[src/hdl/hte_pkg.sv]
// Shared types, constants and the control-store contents of the HTML text escaper.
package hte_pkg;

   localparam int LINE_DIGITS_DEF = 8;
   localparam int MAX_TAB_DEF     = 10;

   localparam int BYTE_W     = 8;
   localparam int TAB_W      = 4;
   localparam int CSR_IDX_W  = 8;
   localparam int CSR_DATA_W = 8;
   localparam int PC_W       = 6;

   // Configuration register indices
   localparam logic [CSR_IDX_W-1:0] CSR_TAB_WIDTH    = 8'd0;
   localparam logic [CSR_IDX_W-1:0] CSR_NUMBER_LINES = 8'd1;

   localparam logic [TAB_W-1:0] TAB_DEFAULT = 4'd4;

   // Routine entry points in the control store
   localparam logic [PC_W-1:0] PC_QUOT  = 6'd0;
   localparam logic [PC_W-1:0] PC_APOS  = 6'd6;
   localparam logic [PC_W-1:0] PC_AMP   = 6'd12;
   localparam logic [PC_W-1:0] PC_LT    = 6'd17;
   localparam logic [PC_W-1:0] PC_GT    = 6'd21;
   localparam logic [PC_W-1:0] PC_NBSP  = 6'd25;
   localparam logic [PC_W-1:0] PC_BR    = 6'd31;
   localparam logic [PC_W-1:0] PC_PASS  = 6'd36;
   localparam logic [PC_W-1:0] PC_NUM   = 6'd37;

   typedef enum logic [2:0] {
      OP_NEXT  = 3'd0,  // emit literal, step on
      OP_END   = 3'd1,  // emit literal, close the run
      OP_PASS  = 3'd2,  // emit the held input byte, close the run
      OP_TAB   = 3'd3,  // emit literal, repeat the &nbsp; routine while count remains
      OP_NL    = 3'd4,  // emit literal, branch to the number routine when numbering
      OP_DIGIT = 3'd5,  // emit one line-number digit, repeat down to digit zero
      OP_RET   = 3'd6   // emit literal, advance the counter, return or close
   } op_type;

   typedef struct packed {
      op_type           op;
      logic [BYTE_W-1:0] ch;
   } ctl_word_type;

   function automatic ctl_word_type hte_cw(input op_type op, input logic [BYTE_W-1:0] ch);
      ctl_word_type w;
      w.op = op;
      w.ch = ch;
      return w;
   endfunction

   function automatic ctl_word_type hte_rom(input logic [PC_W-1:0] pc);
      ctl_word_type w;
      case (pc)
         6'd0:  w = hte_cw(OP_NEXT,  "&");
         6'd1:  w = hte_cw(OP_NEXT,  "q");
         6'd2:  w = hte_cw(OP_NEXT,  "u");
         6'd3:  w = hte_cw(OP_NEXT,  "o");
         6'd4:  w = hte_cw(OP_NEXT,  "t");
         6'd5:  w = hte_cw(OP_END,   ";");
         6'd6:  w = hte_cw(OP_NEXT,  "&");
         6'd7:  w = hte_cw(OP_NEXT,  "a");
         6'd8:  w = hte_cw(OP_NEXT,  "p");
         6'd9:  w = hte_cw(OP_NEXT,  "o");
         6'd10: w = hte_cw(OP_NEXT,  "s");
         6'd11: w = hte_cw(OP_END,   ";");
         6'd12: w = hte_cw(OP_NEXT,  "&");
         6'd13: w = hte_cw(OP_NEXT,  "a");
         6'd14: w = hte_cw(OP_NEXT,  "m");
         6'd15: w = hte_cw(OP_NEXT,  "p");
         6'd16: w = hte_cw(OP_END,   ";");
         6'd17: w = hte_cw(OP_NEXT,  "&");
         6'd18: w = hte_cw(OP_NEXT,  "l");
         6'd19: w = hte_cw(OP_NEXT,  "t");
         6'd20: w = hte_cw(OP_END,   ";");
         6'd21: w = hte_cw(OP_NEXT,  "&");
         6'd22: w = hte_cw(OP_NEXT,  "g");
         6'd23: w = hte_cw(OP_NEXT,  "t");
         6'd24: w = hte_cw(OP_END,   ";");
         6'd25: w = hte_cw(OP_NEXT,  "&");
         6'd26: w = hte_cw(OP_NEXT,  "n");
         6'd27: w = hte_cw(OP_NEXT,  "b");
         6'd28: w = hte_cw(OP_NEXT,  "s");
         6'd29: w = hte_cw(OP_NEXT,  "p");
         6'd30: w = hte_cw(OP_TAB,   ";");
         6'd31: w = hte_cw(OP_NEXT,  "<");
         6'd32: w = hte_cw(OP_NEXT,  "b");
         6'd33: w = hte_cw(OP_NEXT,  "r");
         6'd34: w = hte_cw(OP_NEXT,  ">");
         6'd35: w = hte_cw(OP_NL,    8'h0A);
         6'd36: w = hte_cw(OP_PASS,  8'h00);
         6'd37: w = hte_cw(OP_DIGIT, 8'h00);
         6'd38: w = hte_cw(OP_NEXT,  ":");
         6'd39: w = hte_cw(OP_RET,   " ");
         default: w = hte_cw(OP_PASS, 8'h00);
      endcase
      return w;
   endfunction

   // Routine that handles a given source byte
   function automatic logic [PC_W-1:0] hte_entry(input logic [BYTE_W-1:0] b);
      logic [PC_W-1:0] pc;
      case (b)
         8'h22:   pc = PC_QUOT;
         8'h27:   pc = PC_APOS;
         8'h26:   pc = PC_AMP;
         8'h3C:   pc = PC_LT;
         8'h3E:   pc = PC_GT;
         8'h20:   pc = PC_NBSP;
         8'h09:   pc = PC_NBSP;
         8'h0A:   pc = PC_BR;
         default: pc = PC_PASS;
      endcase
      return pc;
   endfunction

endpackage

[src/hdl/hte_line_counter.sv]
// BCD line counter: saturating increment, digit read-out and leading-digit search.
module hte_line_counter import hte_pkg::*; #(
   parameter int LINE_DIGITS = LINE_DIGITS_DEF,
   localparam int IDX_W = (LINE_DIGITS > 1) ? $clog2(LINE_DIGITS) : 1
) (
   input  logic             clock,
   input  logic             reset,
   input  logic             advance,
   input  logic [IDX_W-1:0] rd_idx,
   output logic [3:0]       rd_digit,
   output logic [IDX_W-1:0] top_idx
);

   logic [3:0] digit_ff [LINE_DIGITS];
   logic [3:0] digit_in [LINE_DIGITS];
   logic       all_nines;
   logic       carry;

   assign rd_digit = digit_ff[rd_idx];

   always_comb begin
      top_idx = '0;
      for (int k = 0; k < LINE_DIGITS; k++) begin
         if (digit_ff[k] != 4'd0) begin
            top_idx = IDX_W'(k);
         end
      end
   end

   // Ripple the carry through the digits; hold at all nines
   always_comb begin
      all_nines = 1'b1;
      carry     = 1'b1;
      for (int k = 0; k < LINE_DIGITS; k++) begin
         if (digit_ff[k] != 4'd9) begin
            all_nines = 1'b0;
         end
      end
      for (int k = 0; k < LINE_DIGITS; k++) begin
         digit_in[k] = digit_ff[k];
         if (advance && !all_nines && carry) begin
            if (digit_ff[k] == 4'd9) begin
               digit_in[k] = 4'd0;
            end else begin
               digit_in[k] = digit_ff[k] + 4'd1;
               carry       = 1'b0;
            end
         end
      end
   end

   always_ff @(posedge clock) begin
      if (reset) begin
         for (int k = 0; k < LINE_DIGITS; k++) begin
            digit_ff[k] <= (k == 0) ? 4'd1 : 4'd0;
         end
      end else begin
         digit_ff <= digit_in;
      end
   end

endmodule

[src/hdl/html_text_escaper_unit.sv]
// Top level of the HTML text escaper: microcoded sequencer, output register, config port.
//
//  channel | direction | handshake             | payload
//  req     | in        | req_valid / req_ready | req_in_byte
//  rsp     | out       | rsp_valid / rsp_ready | rsp_out_byte, rsp_last_of_run
//  csr     | in        | csr_valid / csr_ready | csr_index, csr_wdata
//
// One transaction in flight at a time: the sequencer takes one control-store step per
// output byte, and the next transaction is taken only once the current run is closed.
// Output stalls hold the sequencer in place.
// Synchronous reset clears control state and sets the line number to one; no clearing pass.
// The config port is always ready.
module html_text_escaper_unit import hte_pkg::*; #(
   parameter int LINE_DIGITS = LINE_DIGITS_DEF,
   parameter int MAX_TAB     = MAX_TAB_DEF
) (
   input  logic                  clock,
   input  logic                  reset,
   input  logic                  req_valid,
   output logic                  req_ready,
   input  logic [BYTE_W-1:0]     req_in_byte,
   output logic                  rsp_valid,
   input  logic                  rsp_ready,
   output logic [BYTE_W-1:0]     rsp_out_byte,
   output logic                  rsp_last_of_run,
   input  logic                  csr_valid,
   output logic                  csr_ready,
   input  logic [CSR_IDX_W-1:0]  csr_index,
   input  logic [CSR_DATA_W-1:0] csr_wdata
);

   localparam int IDX_W = (LINE_DIGITS > 1) ? $clog2(LINE_DIGITS) : 1;
   localparam int CNT_W = $clog2(MAX_TAB + 1);

   logic                 busy_ff, busy_in;
   logic                 started_ff, started_in;
   logic [PC_W-1:0]      pc_ff, pc_in;
   logic [PC_W-1:0]      ret_pc_ff, ret_pc_in;
   logic                 ret_end_ff, ret_end_in;
   logic [IDX_W-1:0]     idx_ff, idx_in;
   logic [CNT_W-1:0]     cnt_ff, cnt_in;
   logic [BYTE_W-1:0]    byte_ff, byte_in;
   logic                 rv_ff, rv_in;
   logic [BYTE_W-1:0]    rb_ff, rb_in;
   logic                 rl_ff, rl_in;
   logic [TAB_W-1:0]     tab_width_ff;
   logic                 number_lines_ff;

   ctl_word_type         cw;
   logic                 accept, step, advance;
   logic [3:0]           digit;
   logic [IDX_W-1:0]     top_idx;
   logic [TAB_W-1:0]     tab_eff;
   logic [PC_W-1:0]      entry_pc;

   hte_line_counter #(.LINE_DIGITS(LINE_DIGITS)) u_line (
      .clock    (clock),
      .reset    (reset),
      .advance  (advance),
      .rd_idx   (idx_ff),
      .rd_digit (digit),
      .top_idx  (top_idx)
   );

   assign req_ready       = !busy_ff;
   assign csr_ready       = 1'b1;
   assign rsp_valid       = rv_ff;
   assign rsp_out_byte    = rb_ff;
   assign rsp_last_of_run = rl_ff;

   assign accept   = req_valid && !busy_ff;
   assign step     = busy_ff && (!rv_ff || rsp_ready);
   assign cw       = hte_rom(pc_ff);
   assign entry_pc = hte_entry(req_in_byte);

   always_comb begin
      tab_eff = (tab_width_ff == '0) ? TAB_DEFAULT : tab_width_ff;
      if (tab_eff > TAB_W'(MAX_TAB)) begin
         tab_eff = TAB_W'(MAX_TAB);
      end
   end

   always_comb begin
      busy_in    = busy_ff;
      started_in = started_ff;
      pc_in      = pc_ff;
      ret_pc_in  = ret_pc_ff;
      ret_end_in = ret_end_ff;
      idx_in     = idx_ff;
      cnt_in     = cnt_ff;
      byte_in    = byte_ff;
      rv_in      = rv_ff && !rsp_ready;
      rb_in      = rb_ff;
      rl_in      = rl_ff;
      advance    = 1'b0;

      if (accept) begin
         busy_in    = 1'b1;
         started_in = 1'b1;
         byte_in    = req_in_byte;
         cnt_in     = (req_in_byte == 8'h09) ? CNT_W'(tab_eff) : CNT_W'(1);
         // Prefix the very first line with its number before the byte's own output
         if (!started_ff && number_lines_ff) begin
            pc_in      = PC_NUM;
            idx_in     = top_idx;
            ret_pc_in  = entry_pc;
            ret_end_in = 1'b0;
         end else begin
            pc_in = entry_pc;
         end
      end

      if (step) begin
         rv_in = 1'b1;
         rl_in = 1'b0;
         rb_in = cw.ch;
         case (cw.op)
            OP_NEXT: begin
               pc_in = pc_ff + PC_W'(1);
            end
            OP_END: begin
               rl_in   = 1'b1;
               busy_in = 1'b0;
            end
            OP_PASS: begin
               rb_in   = byte_ff;
               rl_in   = 1'b1;
               busy_in = 1'b0;
            end
            OP_TAB: begin
               if (cnt_ff > CNT_W'(1)) begin
                  cnt_in = cnt_ff - CNT_W'(1);
                  pc_in  = PC_NBSP;
               end else begin
                  rl_in   = 1'b1;
                  busy_in = 1'b0;
               end
            end
            OP_NL: begin
               if (number_lines_ff) begin
                  pc_in      = PC_NUM;
                  idx_in     = top_idx;
                  ret_end_in = 1'b1;
               end else begin
                  rl_in   = 1'b1;
                  busy_in = 1'b0;
               end
            end
            OP_DIGIT: begin
               rb_in = {4'h3, digit};
               if (idx_ff != '0) begin
                  idx_in = idx_ff - IDX_W'(1);
               end else begin
                  pc_in = pc_ff + PC_W'(1);
               end
            end
            OP_RET: begin
               advance = 1'b1;
               if (ret_end_ff) begin
                  rl_in   = 1'b1;
                  busy_in = 1'b0;
               end else begin
                  pc_in = ret_pc_ff;
               end
            end
            default: begin
               rl_in   = 1'b1;
               busy_in = 1'b0;
            end
         endcase
      end
   end

   always_ff @(posedge clock) begin
      if (reset) begin
         busy_ff         <= 1'b0;
         started_ff      <= 1'b0;
         rv_ff           <= 1'b0;
         tab_width_ff    <= '0;
         number_lines_ff <= 1'b0;
      end else begin
         busy_ff    <= busy_in;
         started_ff <= started_in;
         rv_ff      <= rv_in;
         if (csr_valid) begin
            case (csr_index)
               CSR_TAB_WIDTH:    tab_width_ff    <= csr_wdata[TAB_W-1:0];
               CSR_NUMBER_LINES: number_lines_ff <= csr_wdata[0];
               default: ;
            endcase
         end
      end
   end

   always_ff @(posedge clock) begin
      pc_ff      <= pc_in;
      ret_pc_ff  <= ret_pc_in;
      ret_end_ff <= ret_end_in;
      idx_ff     <= idx_in;
      cnt_ff     <= cnt_in;
      byte_ff    <= byte_in;
      rb_ff      <= rb_in;
      rl_ff      <= rl_in;
   end

endmodule

[config.mk]
export PLATFORM = sky130hd
export DESIGN_NAME = html_text_escaper_unit
export DESIGN_NICKNAME = d
export VERILOG_FILES = /design/src/hdl/hte_pkg.sv /design/src/hdl/hte_line_counter.sv /design/src/hdl/html_text_escaper_unit.sv
export SDC_FILE = /design/constraint.sdc
export NUM_CORES = 1
export LEC_CHECK = 0
export BUFFER_PORTS_ARGS = -buffer_cell sky130_fd_sc_hd__buf_2
export CELL_PAD_IN_SITES_DETAIL_PLACEMENT = 1
export CELL_PAD_IN_SITES_GLOBAL_PLACEMENT = 1
export CORE_ASPECT_RATIO = 0.5
export CORE_MARGIN = 8
export CORE_UTILIZATION = 37
export CTS_BUF_LIST = sky130_fd_sc_hd__clkbuf_4 sky130_fd_sc_hd__clkbuf_8 sky130_fd_sc_hd__clkbuf_16
export CTS_CLUSTER_SIZE = 14
export DETAILED_ROUTE_END_ITERATION = 12
export GPL_TIMING_DRIVEN = 0
export PLACE_DENSITY_LB_ADDON = 0.25
export SLEW_MARGIN = 25
export SYNTH_ARGS = -nofsm -noshare
export SYNTH_HDL_FRONTEND = slang
export SYNTH_SLANG_ARGS = --single-unit
[constraint.sdc]
create_clock -name clock -period 5.3 [get_ports clock]
set_clock_uncertainty 0.15 [all_clocks]
set_input_delay 1.325 -clock clock [delete_from_list [all_inputs] [get_ports clock]]
set_output_delay 1.325 -clock clock [all_outputs]
set_load 0.05 [all_outputs]
==> results.yml <==
sta:
  drv_slew: 0
  finalSetupViolations: 0
  worst_slew_pin_slew_ps: 1040
  period_needed_ps: 4900
  fin_crit_sh: 0.924
  rsz0062_at_grt: "false"
  hold_viol_final: 0
  slew_headroom: 0.310
  fmax_ghz: 0.204
detailed_routing:
  detail-route-antenna-nets: 0
  vias: 4865
  routed_wl_um: 15400
  route.detailed.drc: 0
  dr.pass1.iters: 4
  drtIter0Drc: 263
  wl_per_cell_um: 17.5
  avgViaCountPerCell: 5.52
setup_path:
  reg2reg_from: "idx_ff[0]"
  slowest_delay_ps: 820
  path_buf_inv: 3
  critical_path_depth: 12
  reg2reg_to: "cw[1]"
  crit_family: "compound AO/OA/AOI/OAI gates"
  path_cells: "buf_2 > or3_1 > a2111oi_4 > nor3_1 > o22ai_1 > inv_1 > ha_1 > inv_1 > ha_1 > nor2_1 > or4_1 > o211ai_1"
  reg2reg_slack_ps: 540
  cp-start-kind: "input port"
  critPathRequiredTime_ps: 5410
  crit_start: "req_in_byte[4]"
  r2r_cells: 14
  critical_path_class: "in -> reg"
  endpoint_kind: "flop"
  crit_arrival_ps: 5010
  worst_path_max_delay_cell: "o22ai_1"
  crit_path_max_fanout: 11
  endpoint: "cw[1]"
clock_network:
  clock_path_buffers: 2
  cts_buffers: 9
  clk_latency_ps: 350
  ctsHoldBuffers: 0
  clock-sinks: 86
  cts-htree-levels: 3
  cts_tree: "done"
  cts_setup_buffers: 0
  cts_root_buf: "clkbuf_16"
  clk_pin_slew_ps: 70
  cts_resized: 0
logic_synthesis:
  yosysMostFrequentCell: "nor2_1"
  yosysWarningCount: 0
  yosys.area.top_type: "dfxtp_1"
  synthesis.instances: 632
  yosys.area.top_type_share: 0.236
  ys_seq_elements: 86
  ys.flop_type: "dfxtp_1"
  ys_seq_area_frac: 0.358
  synth.area.top_cells: "dfxtp_1 24%, edfxtp_1 12%, nor2_1 4.7%, nand2_1 4.2%, ha_1 3.9%"
  synth_common_cells: "68 x nor2_1, 64 x dfxtp_1, 60 x nand2_1"
  synth_cell_type_count: 83
  synth_edf_count: 22
  syn_area_sq_um: 5420
  syn_area_per_cell_sq_um: 8.57
  syn_nets: 678
  ys_async_sr_fraction: 0
place:
  port_buffers: 35
  dp.cells: 865
  dp_hpwl_um: 11600
  place_congestion: 0.874
floorplanning:
  ioPinCount: 41
  coreArea_sq_um: 14400
  start_util: 0.376
  rows: 31
  die_area_sq_um: 19000
  die_w_um: 187
  die_h_um: 102
grt:
  grt_use_total: 0.166
  grt_pass1_vias: 4908
  grt.overflow.total: 0
  antenna_found_initial: 0
  grt_pass1_wl_um: 25800
  grt_max_degree: 18
run_status:
  outcome: "complete, no violations"
power_and_ir_drop:
  p_leak_nw: 2.22
  peakVddDrop_uv: 157
  p_per_area_nw_per_um2: 412
  power_mw: 2.53
final_layout:
  fillers: 1753
  syn2layout_area_growth_pct: 13.3
  multi_input_area_sq_um: 3240
  final_cells: 881
  layout.nets: 724
  n_antenna_cell: 0
  drive_above_1_share: 0.146
  seqCellArea_sq_um: 1940
flow_run:
  cap_violations: 0
worst_hold_path:
  min_from: "started_ff"
  min_path_type: "reg -> reg"
## report_power, final
part,switching (mW),internal (mW),total [mW]
sequential,0.0525,0.781,0.833
combinational,0.687,0.376,1.06
clock,0.303,0.329,0.632
## how the worst min path moves through the flow
stage	end	slack, ps	cells after the start
floorplan	started_ff	300	2
global placement	started_ff	330	2
detailed placement	started_ff	350	2
CTS	started_ff	370	2
global route	started_ff	390	2
finish	started_ff	370	2
## placed cells by master (no fill, tap or decap), types with 4 or more instances in the layout
cell type  instances
clkbuf_1          17
a221oi_1           4
a211oi_1           6
xor2_1            12
a22oi_1            6
nor4b_1            4
mux2_2             4
nor2b_1           30
o21ai_0           36
nor3_1            20
nand3b_1           5
o211ai_1           6
buf_2             46
inv_1             21
nor2_1            68
ha_1              17
and2_1             6
nand2_1           60
o31ai_1            6
or2_2              8
clkbuf_16          9
nor3b_1           10
mux2i_1            8
o22ai_1            9
nor4_1            10
edfxtp_1          22
nand2b_1           9
nand3_1           19
xnor2_1            9
a21oi_1           33
nand4_1            5
dfxtp_1           64
or4_1              7
or3_1              5
mux4_2             8
o311a_1            4
## cell type report
cell class,count,share of cell area
clock inverters,7,0.0104
multi-input cells,491,0.528
repair buffers,35,0.0285
clock buffers,9,0.0367
flip-flops and latches,86,0.316
well taps,198,0.0404
plain buffers,31,0.0237
inverters,24,0.0155
## kinds of logic after synthesis
| logic type | count (synthesis) | synth area share |
|---|---|---|
| and+or+nand+nor | 290 | 0.286 |
| AOI/OAI and AO/OA | 142 | 0.181 |
| DFF | 86 | 0.358 |
| buffers and inverters | 55 | 0.0443 |
| xor gates and xnor gates | 21 | 0.0339 |
| muxes | 20 | 0.0564 |
| adders and majority gates | 17 | 0.0393 |
| other | 1 | 0.000692 |
## worst reg2reg max path: cells and delay by family (launching register included)
| kind | cells | cell delay, ps |
|---|---|---|
| buf+inv | 4 | 1280 |
| compound gates | 3 | 1130 |
| simple gates | 4 | 960 |
| fa+ha+maj | 3 | 860 |
| flops | 1 | 310 |
## flip-flops by register name, summed over array words and instances (netlist names)
signal and count:
number_lines_ff 1, ret_pc_ff 5, rsp_valid 1, idx_ff 3, u_line.digit_ff 32, ret_end_ff 1
tab_width_ff 4, busy_ff 1, cw 10, byte_ff 8, rsp_out_byte 8, cnt_ff 4
rsp_last_of_run 1, pc_ff 6, started_ff 1
## per-stage QoR
step	utilization	instance area (sq um)	setup TNS [ps]	setup WS, ps	hold WS (ps)
5_1_grt	0.426	6140	0	175	389
3_3_place_gp	0.406	5840	-175	-95.0	325
3_5_place_dp	0.406	5840	-254	-121	354
4_1_cts	0.426	6130	0	248	369
6_report	0.426	6140	0	401	365
2_1_floorplan	-	5420	0	883	305
## routing by layer
layer  global-route usage  up-vias  wire length, um
met2                0.285       68             7170
met3               0.0268       23              511
met4               0.0570        0              278
met1                0.212     2375             7440
li1                     -     2399                -
met5                    0        -                0
Note: power is estimated with default switching activity, not from simulation.
